--- config.mk ---
export PLATFORM = sky130hd
export DESIGN_NAME = lidar_scan_packet_decoder
export DESIGN_NICKNAME = d
export VERILOG_FILES = /design/src/lspd_pkg.sv /design/src/lspd_angle.sv /design/src/lidar_scan_packet_decoder.sv
export SDC_FILE = /design/constraint.sdc
export NUM_CORES = 2
export LEC_CHECK = 0
export BUFFER_PORTS_ARGS = -buffer_cell sky130_fd_sc_hd__buf_4
export CAP_MARGIN = 0
export CORE_MARGIN = 1
export CORE_UTILIZATION = 40
export CTS_BUF_LIST = sky130_fd_sc_hd__clkbuf_4
export CTS_CLUSTER_DIAMETER = 60
export CTS_CLUSTER_SIZE = 40
export DETAILED_ROUTE_END_ITERATION = 8
export PLACE_DENSITY_LB_ADDON = 0.1
export SYNTH_ARGS = -nofsm -noshare
export SYNTH_HDL_FRONTEND = slang
export SYNTH_SLANG_ARGS = --single-unit
--- constraint.sdc ---
create_clock -name i_clk -period 21.7 [get_ports i_clk]
set_input_delay 3.255 -clock i_clk [delete_from_list [all_inputs] [get_ports i_clk]]
set_output_delay 3.255 -clock i_clk [all_outputs]
set_load 0.03 [all_outputs]
--- src/lspd_pkg.sv ---
`timescale 1ns / 1ps
// ----------------------------------------------------------------------------
// lspd_pkg
// Types and constants shared by the lidar scan packet decoder modules.
// ----------------------------------------------------------------------------
package lspd_pkg;

    localparam logic [7:0]  SYNC1      = 8'hAA;
    localparam logic [7:0]  SYNC2      = 8'h55;
    localparam logic [7:0]  TYPE_FRAME = 8'd1;
    localparam logic [13:0] LIMIT_MAX  = 14'd10000;
    localparam logic [13:0] LIMIT_DEF  = 14'd1000;
    localparam logic [16:0] SPAN_WRAP  = 17'd23040;
    localparam logic [4:0]  DIV_STEPS  = 5'd23;
    localparam logic [4:0]  COR_LAST   = 5'd15;

    typedef enum logic [3:0] {
        PH_HUNT   = 4'd0,
        PH_SYNC2  = 4'd1,
        PH_TYPE   = 4'd2,
        PH_COUNT  = 4'd3,
        PH_FSA_LO = 4'd4,
        PH_FSA_HI = 4'd5,
        PH_LSA_LO = 4'd6,
        PH_LSA_HI = 4'd7,
        PH_CS_LO  = 4'd8,
        PH_CS_HI  = 4'd9,
        PH_S_LO   = 4'd10,
        PH_S_HI   = 4'd11
    } t_phase;

    typedef enum logic [1:0] {
        ST_IDLE,
        ST_CALC,
        ST_MARK
    } t_state;

    typedef enum logic [2:0] {
        AU_IDLE,
        AU_MUL,
        AU_DIV,
        AU_COR,
        AU_FIN
    } t_au_state;

    typedef struct packed {
        logic [14:0] fa;
        logic [14:0] la;
        logic [7:0]  idx;
        logic [7:0]  tot;
        logic [13:0] distance;
    } t_au_req;

    // arctangent of 2^-k in degrees * 65536
    function automatic logic signed [23:0] atan_step(input logic [3:0] k);
        logic signed [23:0] v;
        case (k)
            4'd0:    v = 24'sd2949120;
            4'd1:    v = 24'sd1740967;
            4'd2:    v = 24'sd919879;
            4'd3:    v = 24'sd466945;
            4'd4:    v = 24'sd234379;
            4'd5:    v = 24'sd117304;
            4'd6:    v = 24'sd58666;
            4'd7:    v = 24'sd29335;
            4'd8:    v = 24'sd14668;
            4'd9:    v = 24'sd7334;
            4'd10:   v = 24'sd3667;
            4'd11:   v = 24'sd1833;
            4'd12:   v = 24'sd917;
            4'd13:   v = 24'sd458;
            4'd14:   v = 24'sd229;
            default: v = 24'sd115;
        endcase
        return v;
    endfunction

endpackage

--- src/lspd_angle.sv ---
`timescale 1ns / 1ps
// ----------------------------------------------------------------------------
// lspd_angle
// Sequenced angle unit: interpolation by restoring division, then a
// 16-step CORDIC arctangent correction, then sum and saturation.
// ----------------------------------------------------------------------------
module lspd_angle (
    input  logic                 i_clk,
    input  logic                 i_rst_n,
    input  logic                 i_start,
    input  lspd_pkg::t_au_req    i_req,
    output logic                 o_done,
    output logic signed [16:0]   o_angle
);

    lspd_pkg::t_au_state r_state, n_state;

    logic [14:0]        r_f;
    logic signed [16:0] r_span;
    logic [7:0]         r_idx;
    logic [7:0]         r_tot;
    logic [13:0]        r_d;
    logic signed [21:0] r_t;
    logic               r_neg;
    logic [23:0]        r_quo;
    logic [7:0]         r_rem;
    logic signed [37:0] r_x;
    logic signed [37:0] r_y;
    logic signed [23:0] r_acc;
    logic [4:0]         r_cnt;

    logic signed [16:0] w_diff;
    logic signed [16:0] w_span;
    logic [21:0]        w_d100;
    logic [16:0]        w_mag;
    logic [23:0]        w_prod;
    logic [8:0]         w_trial;
    logic               w_bit;
    logic signed [37:0] w_dx;
    logic signed [37:0] w_dy;
    logic signed [18:0] w_interp;
    logic signed [23:0] w_accr;
    logic signed [23:0] w_corr;
    logic signed [18:0] w_ang;

    always_comb begin
        w_diff = $signed({2'b00, i_req.la}) - $signed({2'b00, i_req.fa});
        w_span = (i_req.la < i_req.fa) ? (w_diff + $signed(lspd_pkg::SPAN_WRAP)) : w_diff;
        w_d100 = {8'b0, i_req.distance} * 22'd100;
        w_mag  = r_span[16] ? 17'(-r_span) : 17'(r_span);
        w_prod = w_mag[15:0] * r_idx;
        w_trial = {r_rem, r_quo[23]};
        w_bit   = (w_trial >= {1'b0, r_tot});
        w_dx = r_y >>> r_cnt[3:0];
        w_dy = r_x >>> r_cnt[3:0];
        w_interp = r_neg ? -$signed({3'b000, r_quo[15:0]}) : $signed({3'b000, r_quo[15:0]});
        w_accr = r_acc + 24'sd512;
        w_corr = w_accr >>> 10;
        w_ang  = $signed({4'b0000, r_f}) + w_interp - w_corr[18:0];
    end

    always_comb begin
        n_state = r_state;
        case (r_state)
            lspd_pkg::AU_IDLE: if (i_start) n_state = lspd_pkg::AU_MUL;
            lspd_pkg::AU_MUL:  n_state = lspd_pkg::AU_DIV;
            lspd_pkg::AU_DIV:  if (r_cnt == 5'd0) n_state = lspd_pkg::AU_COR;
            lspd_pkg::AU_COR:  if (r_cnt == lspd_pkg::COR_LAST) n_state = lspd_pkg::AU_FIN;
            lspd_pkg::AU_FIN:  n_state = lspd_pkg::AU_IDLE;
            default:           n_state = lspd_pkg::AU_IDLE;
        endcase
    end

    always_comb begin
        o_done = (r_state == lspd_pkg::AU_FIN);
        if (w_ang > 19'sd65535) begin
            o_angle = 17'h0FFFF;
        end else if (w_ang < -19'sd8192) begin
            o_angle = -17'sd8192;
        end else begin
            o_angle = w_ang[16:0];
        end
    end

    always_ff @(posedge i_clk) begin
        if (!i_rst_n) begin
            r_state <= lspd_pkg::AU_IDLE;
        end else begin
            r_state <= n_state;
        end
    end

    always_ff @(posedge i_clk) begin
        case (r_state)
            lspd_pkg::AU_IDLE: begin
                r_f    <= i_req.fa;
                r_span <= w_span;
                r_idx  <= i_req.idx;
                r_tot  <= i_req.tot;
                r_d    <= i_req.distance;
                r_t    <= $signed(w_d100) - 22'sd9015;
            end
            lspd_pkg::AU_MUL: begin
                r_neg <= r_span[16];
                r_quo <= w_prod;
                r_rem <= 8'd0;
                r_x   <= $signed({24'b0, r_d}) * 38'sd901500;
                r_y   <= r_t * 38'sd1916;
                r_acc <= 24'sd0;
                r_cnt <= lspd_pkg::DIV_STEPS;
            end
            lspd_pkg::AU_DIV: begin
                r_rem <= w_bit ? 8'(w_trial - {1'b0, r_tot}) : w_trial[7:0];
                r_quo <= {r_quo[22:0], w_bit};
                r_cnt <= (r_cnt == 5'd0) ? 5'd0 : r_cnt - 5'd1;
            end
            lspd_pkg::AU_COR: begin
                if (r_d != 14'd0 && r_y > 38'sd0) begin
                    r_x   <= r_x + w_dx;
                    r_y   <= r_y - w_dy;
                    r_acc <= r_acc + lspd_pkg::atan_step(r_cnt[3:0]);
                end else if (r_d != 14'd0 && r_y < 38'sd0) begin
                    r_x   <= r_x - w_dx;
                    r_y   <= r_y + w_dy;
                    r_acc <= r_acc - lspd_pkg::atan_step(r_cnt[3:0]);
                end
                r_cnt <= r_cnt + 5'd1;
            end
            default: begin
            end
        endcase
    end

    assert property (@(posedge i_clk) disable iff (!i_rst_n)
        (r_state == lspd_pkg::AU_COR) |-> (r_cnt <= lspd_pkg::COR_LAST))
        else $error("cordic step count out of range");

    assert property (@(posedge i_clk) disable iff (!i_rst_n)
        (r_state == lspd_pkg::AU_DIV) |-> (r_rem < r_tot))
        else $error("division remainder not below divisor");

    assert property (@(posedge i_clk) disable iff (!i_rst_n)
        o_done |=> (r_state == lspd_pkg::AU_IDLE))
        else $error("angle unit did not return to idle");

endmodule

--- src/lidar_scan_packet_decoder.sv ---
`timescale 1ns / 1ps
// ----------------------------------------------------------------------------
// lidar_scan_packet_decoder
// Parses the lidar byte stream into measured points and end-of-frame markers.
// ----------------------------------------------------------------------------
//  channel  | handshake                  | payload
//  ---------+----------------------------+-----------------------------------
//  input    | i_in_valid / o_in_stall    | i_rx_byte
//  output   | o_out_valid / i_out_stall  | o_kind o_angle_q6 o_distance
//           |                            | o_frame_number o_last
//  config   | i_cfg_we                   | i_cfg_wdata
//
//  A sample high byte that yields a point runs through the angle unit: a
//  setup step, 24 divide steps, 16 CORDIC steps and a sum. The input
//  stalls while a result waits in the output register, the angle unit is
//  busy or an end-of-frame marker waits to be issued. Reset is synchronous.
// ----------------------------------------------------------------------------
module lidar_scan_packet_decoder (
    input  logic                 i_clk,
    input  logic                 i_rst_n,
    input  logic                 i_in_valid,
    output logic                 o_in_stall,
    input  logic [7:0]           i_rx_byte,
    output logic                 o_out_valid,
    input  logic                 i_out_stall,
    output logic                 o_kind,
    output logic signed [16:0]   o_angle_q6,
    output logic [13:0]          o_distance,
    output logic [15:0]          o_frame_number,
    output logic                 o_last,
    input  logic                 i_cfg_we,
    input  logic [13:0]          i_cfg_wdata
);

    lspd_pkg::t_phase r_phase, n_phase;
    lspd_pkg::t_state r_state, n_state;

    logic [7:0]  r_ptype, n_ptype;
    logic [7:0]  r_total, n_total;
    logic [14:0] r_fa, n_fa;
    logic [14:0] r_la, n_la;
    logic [7:0]  r_lo, n_lo;
    logic [7:0]  r_sidx, n_sidx;
    logic [13:0] r_pts, n_pts;
    logic [15:0] r_fc, n_fc;
    logic [13:0] r_max;
    logic        r_mk;
    logic [13:0] r_dist;
    logic [15:0] r_fn;

    logic               r_ov;
    logic               r_kind;
    logic signed [16:0] r_ang;
    logic [13:0]        r_odist;
    logic [15:0]        r_ofn;
    logic               r_last;

    logic        w_acc;
    logic        w_pt;
    logic        w_mk;
    logic [15:0] w_word;
    logic [13:0] w_lim;
    logic [7:0]  w_sinc;
    logic        w_start;
    logic        w_xfer;
    logic        w_done;
    logic signed [16:0] w_angle;
    lspd_pkg::t_au_req w_req;

    assign w_acc  = i_in_valid && !o_in_stall;
    assign w_xfer = r_ov && !i_out_stall;
    assign w_word = {i_rx_byte, r_lo};
    assign w_lim  = (r_max == 14'd0 || r_max > lspd_pkg::LIMIT_MAX) ? lspd_pkg::LIMIT_DEF : r_max;
    assign w_sinc = r_sidx + 8'd1;

    always_comb begin
        n_phase = r_phase;
        n_ptype = r_ptype;
        n_total = r_total;
        n_fa    = r_fa;
        n_la    = r_la;
        n_lo    = r_lo;
        n_sidx  = r_sidx;
        n_pts   = r_pts;
        n_fc    = r_fc;
        w_pt    = 1'b0;
        w_mk    = 1'b0;
        case (r_phase)
            lspd_pkg::PH_HUNT: if (i_rx_byte == lspd_pkg::SYNC1) n_phase = lspd_pkg::PH_SYNC2;
            lspd_pkg::PH_SYNC2: begin
                n_phase = (i_rx_byte == lspd_pkg::SYNC2) ? lspd_pkg::PH_TYPE : lspd_pkg::PH_HUNT;
            end
            lspd_pkg::PH_TYPE: begin
                n_ptype = i_rx_byte;
                n_phase = lspd_pkg::PH_COUNT;
            end
            lspd_pkg::PH_COUNT: begin
                n_total = i_rx_byte;
                n_phase = lspd_pkg::PH_FSA_LO;
            end
            lspd_pkg::PH_FSA_LO: begin
                n_lo    = i_rx_byte;
                n_phase = lspd_pkg::PH_FSA_HI;
            end
            lspd_pkg::PH_FSA_HI: begin
                n_fa    = w_word[15:1];
                n_phase = lspd_pkg::PH_LSA_LO;
            end
            lspd_pkg::PH_LSA_LO: begin
                n_lo    = i_rx_byte;
                n_phase = lspd_pkg::PH_LSA_HI;
            end
            lspd_pkg::PH_LSA_HI: begin
                n_la    = w_word[15:1];
                n_phase = lspd_pkg::PH_CS_LO;
            end
            lspd_pkg::PH_CS_LO: n_phase = lspd_pkg::PH_CS_HI;
            lspd_pkg::PH_CS_HI: begin
                n_sidx = 8'd0;
                if (r_total == 8'd0) begin
                    n_phase = lspd_pkg::PH_HUNT;
                    w_mk    = (r_ptype == lspd_pkg::TYPE_FRAME);
                end else begin
                    n_phase = lspd_pkg::PH_S_LO;
                end
            end
            lspd_pkg::PH_S_LO: begin
                n_lo    = i_rx_byte;
                n_phase = lspd_pkg::PH_S_HI;
            end
            lspd_pkg::PH_S_HI: begin
                if (r_pts < w_lim) begin
                    w_pt  = 1'b1;
                    n_pts = r_pts + 14'd1;
                end
                n_sidx = w_sinc;
                if (w_sinc >= r_total) begin
                    n_phase = lspd_pkg::PH_HUNT;
                    w_mk    = (r_ptype == lspd_pkg::TYPE_FRAME);
                end else begin
                    n_phase = lspd_pkg::PH_S_LO;
                end
            end
            default: n_phase = lspd_pkg::PH_HUNT;
        endcase
        if (w_mk) begin
            n_fc  = r_fc + 16'd1;
            n_pts = 14'd0;
        end
    end

    always_comb begin
        n_state = r_state;
        case (r_state)
            lspd_pkg::ST_IDLE: if (w_acc && w_pt) n_state = lspd_pkg::ST_CALC;
            lspd_pkg::ST_CALC: begin
                if (w_done) n_state = r_mk ? lspd_pkg::ST_MARK : lspd_pkg::ST_IDLE;
            end
            lspd_pkg::ST_MARK: if (!r_ov) n_state = lspd_pkg::ST_IDLE;
            default:           n_state = lspd_pkg::ST_IDLE;
        endcase
    end

    always_comb begin
        o_in_stall = (r_state != lspd_pkg::ST_IDLE) || r_ov;
        w_start    = w_acc && w_pt;
    end

    assign w_req = '{fa: r_fa, la: r_la, idx: r_sidx, tot: r_total, distance: w_word[15:2]};

    lspd_angle u_angle (
        .i_clk   (i_clk),
        .i_rst_n (i_rst_n),
        .i_start (w_start),
        .i_req   (w_req),
        .o_done  (w_done),
        .o_angle (w_angle)
    );

    always_ff @(posedge i_clk) begin
        if (!i_rst_n) begin
            r_state <= lspd_pkg::ST_IDLE;
            r_phase <= lspd_pkg::PH_HUNT;
            r_ptype <= 8'd0;
            r_total <= 8'd0;
            r_fa    <= 15'd0;
            r_la    <= 15'd0;
            r_lo    <= 8'd0;
            r_sidx  <= 8'd0;
            r_pts   <= 14'd0;
            r_fc    <= 16'd0;
            r_max   <= lspd_pkg::LIMIT_DEF;
            r_ov    <= 1'b0;
            r_mk    <= 1'b0;
        end else begin
            r_state <= n_state;
            if (i_cfg_we) r_max <= i_cfg_wdata;
            if (w_acc) begin
                r_phase <= n_phase;
                r_ptype <= n_ptype;
                r_total <= n_total;
                r_fa    <= n_fa;
                r_la    <= n_la;
                r_lo    <= n_lo;
                r_sidx  <= n_sidx;
                r_pts   <= n_pts;
                r_fc    <= n_fc;
                r_mk    <= w_mk;
            end
            if ((w_acc && !w_pt && w_mk) || (r_state == lspd_pkg::ST_CALC && w_done)
                || (r_state == lspd_pkg::ST_MARK && !r_ov)) begin
                r_ov <= 1'b1;
            end else if (w_xfer) begin
                r_ov <= 1'b0;
            end
        end
    end

    always_ff @(posedge i_clk) begin
        if (w_acc) begin
            r_dist <= w_word[15:2];
            r_fn   <= r_fc;
        end
        if (w_acc && !w_pt && w_mk) begin
            r_kind  <= 1'b1;
            r_ang   <= 17'sd0;
            r_odist <= 14'd0;
            r_ofn   <= r_fc;
            r_last  <= 1'b1;
        end else if (r_state == lspd_pkg::ST_CALC && w_done) begin
            r_kind  <= 1'b0;
            r_ang   <= w_angle;
            r_odist <= r_dist;
            r_ofn   <= r_fn;
            r_last  <= !r_mk;
        end else if (r_state == lspd_pkg::ST_MARK && !r_ov) begin
            r_kind  <= 1'b1;
            r_ang   <= 17'sd0;
            r_odist <= 14'd0;
            r_ofn   <= r_fn;
            r_last  <= 1'b1;
        end
    end

    assign o_out_valid    = r_ov;
    assign o_kind         = r_kind;
    assign o_angle_q6     = r_ang;
    assign o_distance     = r_odist;
    assign o_frame_number = r_ofn;
    assign o_last         = r_last;

    assert property (@(posedge i_clk) disable iff (!i_rst_n)
        (r_state == lspd_pkg::ST_CALC) |-> !r_ov)
        else $error("result register busy during angle calculation");

    assert property (@(posedge i_clk) disable iff (!i_rst_n)
        (o_out_valid && o_kind) |-> (o_distance == 14'd0 && o_angle_q6 == 17'sd0 && o_last))
        else $error("malformed end of frame marker");

    assert property (@(posedge i_clk) disable iff (!i_rst_n)
        o_out_valid |-> (o_angle_q6 >= -17'sd8192))
        else $error("angle below saturation floor");

    assert property (@(posedge i_clk) disable iff (!i_rst_n)
        (w_acc && w_mk) |=> (r_fc == $past(r_fc) + 16'd1 && r_pts == 14'd0))
        else $error("frame count not advanced on marker");

endmodule

======== Word-level counts from Yosys, hierarchy flattened ========
Memory sizes are Yosys's and may differ from the RTL's. A register that Yosys moved wholly into a read port is not among the register bits.
Index checks and enable logic that the tools add are counted.
word-level totals
  bits in latches ......................... 0
  logic and storage cells ................. 210
  ROM bits ................................ 704
  RAM bits ................................ 0
  register bits ........................... 418
  output and inout bits ................... 51
  memories kept ........................... 2
  bits of input ports ..................... 27
memory list
  name             words  width  rd ports  clocked after memory_dff  write ports  RTL line        source
  (no name shown)  16     22     1         1                         0            lspd_pkg.sv:57  case (k)
  (no name shown)  16     22     1         1                         0            lspd_pkg.sv:57
operators by class
  eq/ne operators ......................... 29
  reductions and logical operators ........ 48
  order comparisons ....................... 9
  div/mod/pow operators ................... 0
  multiply operators ...................... 4
  shift-type cells ........................ 2
  $add $sub $neg .......................... 20
  muxes and demuxes ....................... 62
  bitwise logic cells ..................... 0
operators with widths
  kind                    number
  $mux 24                 7
  $mux 38                 4
  $pmux 38 s2             2
  $pmux 24 s2             2
  $mux 17                 5
  $mux 14                 6
  $add 38x38->38          2
  $sshr 38x4->38          2
  $sub 38x38->38          2
  $mux 16                 4
  $pmux 4 s12             1
  $gt 38x1->1 const B     1
  $lt 38x1->1 const B     1
  $mul 14x18->32 const B  1
  $mul 22x10->32 const B  1
  $pmux 8 s2              2
  $add 24x11->24 const B  1
  $add 24x24->24          1
  $mul 16x8->24           1
  $sub 24x24->24          1
  $sub 21x14->22 const B  1
  $mux 4                  5
  $add 15x19->19          1
  $gt 19x17->1 const B    1
  other kinds (59)        119

======== Logic depth before layout (Yosys ltp) ========
  depth after elaboration ................. 12
  gate-level depth with buffers ........... 29
  mapped depth without buffers ............ 24

======== Modules after synthesis ========
Synthesis repeated with hierarchy kept, for this count alone.
unflattened totals
  cell total of the unflattened synthesis .. 5128
  area, all modules ....................... 47752.0 um^2
by module, submodules not included
  module                     instances  cells an instance  sequential area each (um^2)  area an instance (um^2)
  lspd_angle                 1          4343               7076.8                       39654.3
  lidar_scan_packet_decoder  1          785                4304.1                       8097.8

======== Worst setup path before layout ========
No wires, ideal clock.
  path type ............................... flip-flop to flip-flop
  start point ............................. register u_angle.r_d[0]
  end point ............................... register u_angle.r_acc[0], enable pin
  slack ................................... 14697 ps
  stages on the path, launching flop included .. 6
  buffers on the path ..................... 0
  data required time ...................... 21108 ps
  setup time .............................. 592 ps
  arrival ................................. 6411 ps
  period minus slack after synthesis ...... 7003 ps
  cells stage by stage .................... edfxtp_1 > inv_1 > ha_1 > and4b_1 > a21o_1 > a21oi_1
between the ends
  longest elaborated chain between the ends .. 4
  elaborated cells between the ends (all ways) .. 5
  classes of those cells .................. eq/ne (1); reduce/logical (4)
RTL lines
  element                                      RTL line                              source
  start: declaration                           lspd_angle.sv:22                      logic [13:0] r_d;
  start signal: assignment                     lspd_angle.sv:100                     r_d <= i_req.distance;
  $reduce_bool 14->1 *                         lspd_angle.sv:118, lspd_angle.sv:122
  $logic_and 1x1->1, on equally long branches  lspd_angle.sv:122, lspd_angle.sv:118
  $ne 3x1->1 (no line) *                       -
  $reduce_and 2->1 (no line) *                 -
  end signal: assignment                       lspd_angle.sv:121                     r_acc <= r_acc + lspd_pkg::atan_step(r_cnt[3:0]);
  end signal: assignment                       lspd_angle.sv:125                     r_acc <= r_acc - lspd_pkg::atan_step(r_cnt[3:0]);
  end: declaration                             lspd_angle.sv:29                      logic signed [23:0] r_acc;
Every way passes the cells marked *; elsewhere a longest branch is shown, timed or not.
A chain may end at the register's enable or synchronous reset.

======== Final worst setup path ========
  start point ............................. register u_angle.r_cnt[0]
  end point ............................... register u_angle.r_x[31], data pin
between the ends
  longest elaborated chain between the ends .. 5
  elaborated cells between the ends (all ways) .. 6
  classes of those cells .................. add/sub (2); shift (1); mux (3)
RTL lines
  element                   RTL line           source
  start: declaration        lspd_angle.sv:30   logic [4:0] r_cnt;
  start signal: assignment  lspd_angle.sv:110  r_cnt <= lspd_pkg::DIV_STEPS;
  start signal: assignment  lspd_angle.sv:115  r_cnt <= (r_cnt == 5'd0) ? 5'd0 : r_cnt - 5'd1;
  start signal: assignment  lspd_angle.sv:127  r_cnt <= r_cnt + 5'd1;
  $sshr 38x4->38 *          lspd_angle.sv:54   w_dx = r_y >>> r_cnt[3:0];
  $sub 38x38->38            lspd_angle.sv:123  r_x <= r_x - w_dx;
  $mux 38                   lspd_angle.sv:122  end else if (r_d != 14'd0 && r_y < 38'sd0) begin
  $mux 38 *                 lspd_angle.sv:118  if (r_d != 14'd0 && r_y > 38'sd0) begin
  $pmux 38 s2 *             lspd_angle.sv:94   case (r_state)
  end signal: assignment    lspd_angle.sv:107  r_x <= $signed({24'b0, r_d}) * 38'sd901500;
  end signal: assignment    lspd_angle.sv:119  r_x <= r_x + w_dx;
  end signal: assignment    lspd_angle.sv:123
  end: declaration          lspd_angle.sv:27   logic signed [37:0] r_x;
Every way passes the cells marked *; elsewhere a longest branch is shown, timed or not. The select of a mux whose other input is x is not followed.

==> impl_metrics.env <==
export IMPL_status="finished, final reports clean"
export IMPL_nets=5969
export IMPL_path_clk_slew_ns=0.19
export IMPL_place_area_um2=49420
export IMPL_clockBufferDepth=3
export IMPL_synth_top_family_by_area="adder cells"
export IMPL_relSlewSlack_pct=20.11
export IMPL_syn_nets=5948
export IMPL_p_leak_nw=22.41
export IMPL_fin_util_pct=43.33
export IMPL_worst_pin_slew_ns=1.183
export IMPL_first_iter_violations=2508
export IMPL_fin_tns_setup_ns=0
export IMPL_min_to="u_angle.r_quo[21]"
export IMPL_numCtsBuffers=58
export IMPL_synthTopCellsByCount="inv_1, ha_1, nand2_1"
export IMPL_p_per_area_nw_per_um2=144.4
export IMPL_yosysWarningCount=0
export IMPL_synth_compound_area_share_pct=14.59
export IMPL_gp_congestion=0.9193
export IMPL_die_y_um=345.6
export IMPL_fin_area_um2=50560
export IMPL_crit_family="compound AO/OA/AOI/OAI gates"
export IMPL_netlist_area_um2=47230
export IMPL_holdBufCountCts=0
export IMPL_cp_startpoint="u_angle.r_cnt[0]"
export IMPL_root_buffer="clkbuf_4"
export IMPL_overflow=0
export IMPL_netlist_instances=5107
export IMPL_path_cells="buf_4 > buf_4 > mux4_2 > mux2_2 > a222oi_1 > nand3_2 > a211oi_2 > and2_1 > nor2_1 > xnor2_1 > ha_1 > a21oi_1 > o21ai_0 > a22oi_1 > a21oi_1 > o41ai_1 > o21ai_0 > a21o_1 > a21oi_1 > xor2_1 > a21boi_0"
export IMPL_async_flop_share_pct=0
export IMPL_period_needed_ns=7.470
export IMPL_placedCellCount=6592
export IMPL_cpMaxStageDelayCell="o41ai_1"
export IMPL_stdcell_count=6708
export IMPL_finalHoldViolCount=0
export IMPL_port_buffer_count=77
export IMPL_hold_depth=2
export IMPL_coreArea_um2=116700
export IMPL_ys_seq_area_share_pct=24.10
export IMPL_ctsHtreeMaxLevel=2
export IMPL_antenna_left=0
export IMPL_cts_post_setup_buffers_inserted=0
export IMPL_max_cap_violations=0
export IMPL_required_ns=22.42
export IMPL_ys_types=92
export IMPL_critPathMaxFanout=70
export IMPL_hold_path_class="reg2reg"
export IMPL_setup_viol=0
export IMPL_worst_setup_path_type="reg2reg"
export IMPL_slew_viol_final=0
export IMPL_rsz0062_at_grt="no"
export IMPL_die_w_um=345.6
export IMPL_fmax_ghz=0.1339
export IMPL_yosys_area_top_type_share_pct=16.85
export IMPL_syn_area_per_cell_um2=9.248
export IMPL_avgRoutedWirePerCell_um=19.66
export IMPL_r2r_slack_ns=14.23
export IMPL_cts_resized=0
export IMPL_layout_setup_ws_ns=14.23
export IMPL_critPathBufInv=2
export IMPL_yosys_top_cells_area="edfxtp_1, ha_1, fa_1, dfxtp_1, inv_1"
export IMPL_dp_slack_ns=14.27
export IMPL_ir_drop_uv=542.4
export IMPL_synth_edf_count=265
export IMPL_drc=0
export IMPL_ys_flop_type="edfxtp_1"
export IMPL_synth_most_common_cell="inv_1"
export IMPL_dp_hpwl_mm=103.4
export IMPL_insertion_delay_ns=1.12
export IMPL_yosysTopAreaCell="edfxtp_1"
export IMPL_cts_tree="yes"
export IMPL_antenna_found_initial=5
export IMPL_grt_max_degree=79
export IMPL_slowest_delay_ns=0.86
export IMPL_crit_path_start_kind="register"
export IMPL_vias=36410
export IMPL_first_global_vias=35680
export IMPL_io_pins=78
export IMPL_layout_drive_gt1_share_pct=8.111
export IMPL_r2r_start="u_angle.r_cnt[0]"
export IMPL_fill_cells=11690
export IMPL_muxShareOfSynthArea_pct=6.644
export IMPL_min_from="u_angle.r_quo[20]"
export IMPL_start_util_pct=40.48
export IMPL_synth_adder_area_share_pct=26.55
export IMPL_fin_skew_ns=0.1901
export IMPL_grt_pass1_wl_mm=208.4
export IMPL_rows=125
export IMPL_synth_seq_cells=436
export IMPL_endpoint_kind="register"
export IMPL_r2r_end="u_angle.r_x[31]"
export IMPL_dieArea_um2=119400
export IMPL_reg2reg_depth=21
export IMPL_cp_common_cell="a21oi_1"
export IMPL_synth_xor_area_share_pct=6.991
export IMPL_grtUsageTotal_pct=21.92
export IMPL_area_delta_synth_final_pct=7.052
export IMPL_clock_sinks=436
export IMPL_drtPass1Iterations=6
export IMPL_critPathArrivalTime_ns=8.19
export IMPL_detail_route_vias_per_cell=5.428
export IMPL_period_share_pct=34.42
export IMPL_synth_simple_area_share_pct=14.33
export IMPL_wl_mm=131.9
-- worst reg2reg max path, cell delays in order (launching register included) --
cell	delay, ns
edfxtp_1	0.37
buf_4	0.39
buf_4	0.84
mux4_2	0.69
mux2_2	0.31
a222oi_1	0.58
nand3_2	0.21
a211oi_2	0.26
and2_1	0.39
nor2_1	0.10
xnor2_1	0.16
ha_1	0.36
a21oi_1	0.16
o21ai_0	0.13
a22oi_1	0.26
a21oi_1	0.20
o41ai_1	0.86
o21ai_0	0.30
a21o_1	0.24
a21oi_1	0.16
xor2_1	0.15
a21boi_0	0.10
-- cells in the final DEF (no fill, tap or decap), types with 171 or more instances in the layout --
master    synthesis  final
nor2_1          303    302
ha_1            502    502
dfxtp_1         171    171
fa_1            312    312
nand2_1         355    355
inv_1           667    667
xnor2_1         202    202
edfxtp_1        265    265
o21ai_0         204    203
a21oi_1         304    303
xor2_1          175    175
nor2b_1         196    195
-- final cells by class --
cell class | count | area [um^2] | share of cell area [%]
diodes | 6 | 15.01 | 0.02970
clock buffers | 60 | 450.4 | 0.8909
clock inverters | 50 | 673.1 | 1.331
inverters | 671 | 2519 | 4.982
multi-input cells | 3842 | 32720 | 64.72
flip-flops and latches | 436 | 11380 | 22.51
well taps | 1524 | 1907 | 3.772
repair buffers | 119 | 893.4 | 1.767
-- worst max path at each step --
stage / to / slack [ns] / depth (start not counted)
after global placement: u_angle.r_x[35] / 14.44 / 21
after detailed placement: u_angle.r_quo[22] / 14.27 / 24
after floorplan: u_angle.r_acc[0] / 14.70 / 5
final: u_angle.r_x[31] / 14.23 / 21
after CTS: u_angle.r_x[31] / 14.26 / 21
after global routing: u_angle.r_x[31] / 13.57 / 21
-- routing by layer --
layer  GRT usage [%]  share of wire [%]  wire (um)
met1           32.14                 49      64860
met3           3.222                4.9       6491
met5               0                  0          0
met4           4.472                2.0       2578
met2           34.08                 44      57970
-- metrics by stage --
step           power, mW  hold WS [ns]
6_report           7.299        0.4421
5_1_grt            8.080        0.4848
4_1_cts            7.349        0.4347
3_5_place_dp       6.666        0.4498
3_3_place_gp       6.625        0.4452
2_1_floorplan      5.093        0.4064
-- cell families (layout without fill, tap and decap cells) --
logic type / after synthesis / after routing
xor+xnor: 377 / 377
buf+inv: 829 / 900
compound gates: 1057 / 1057
mux: 234 / 234
simple gates: 1359 / 1359
fa+ha+maj: 815 / 815
flops: 436 / 436
other cells: 0 / 6
-- registers in the layout, summed over array words and instances (netlist names), 16 cells and up, named ones only --
name and flops:
u_angle.r_x 38, u_angle.r_y 38, u_angle.r_acc 24, u_angle.r_quo 24
u_angle.r_t 19, o_angle_q6 17, u_angle.r_span 17, o_frame_number 16
r_fc 16, r_fn 16
-- where the power goes --
part | leakage [nW] | switching, mW | internal (mW)
clock network | 0.583 | 0.445 | 0.201
logic | 17.9 | 3.32 | 2.14
registers | 3.91 | 0.0421 | 1.15
Power figures use the tool's default switching activity.
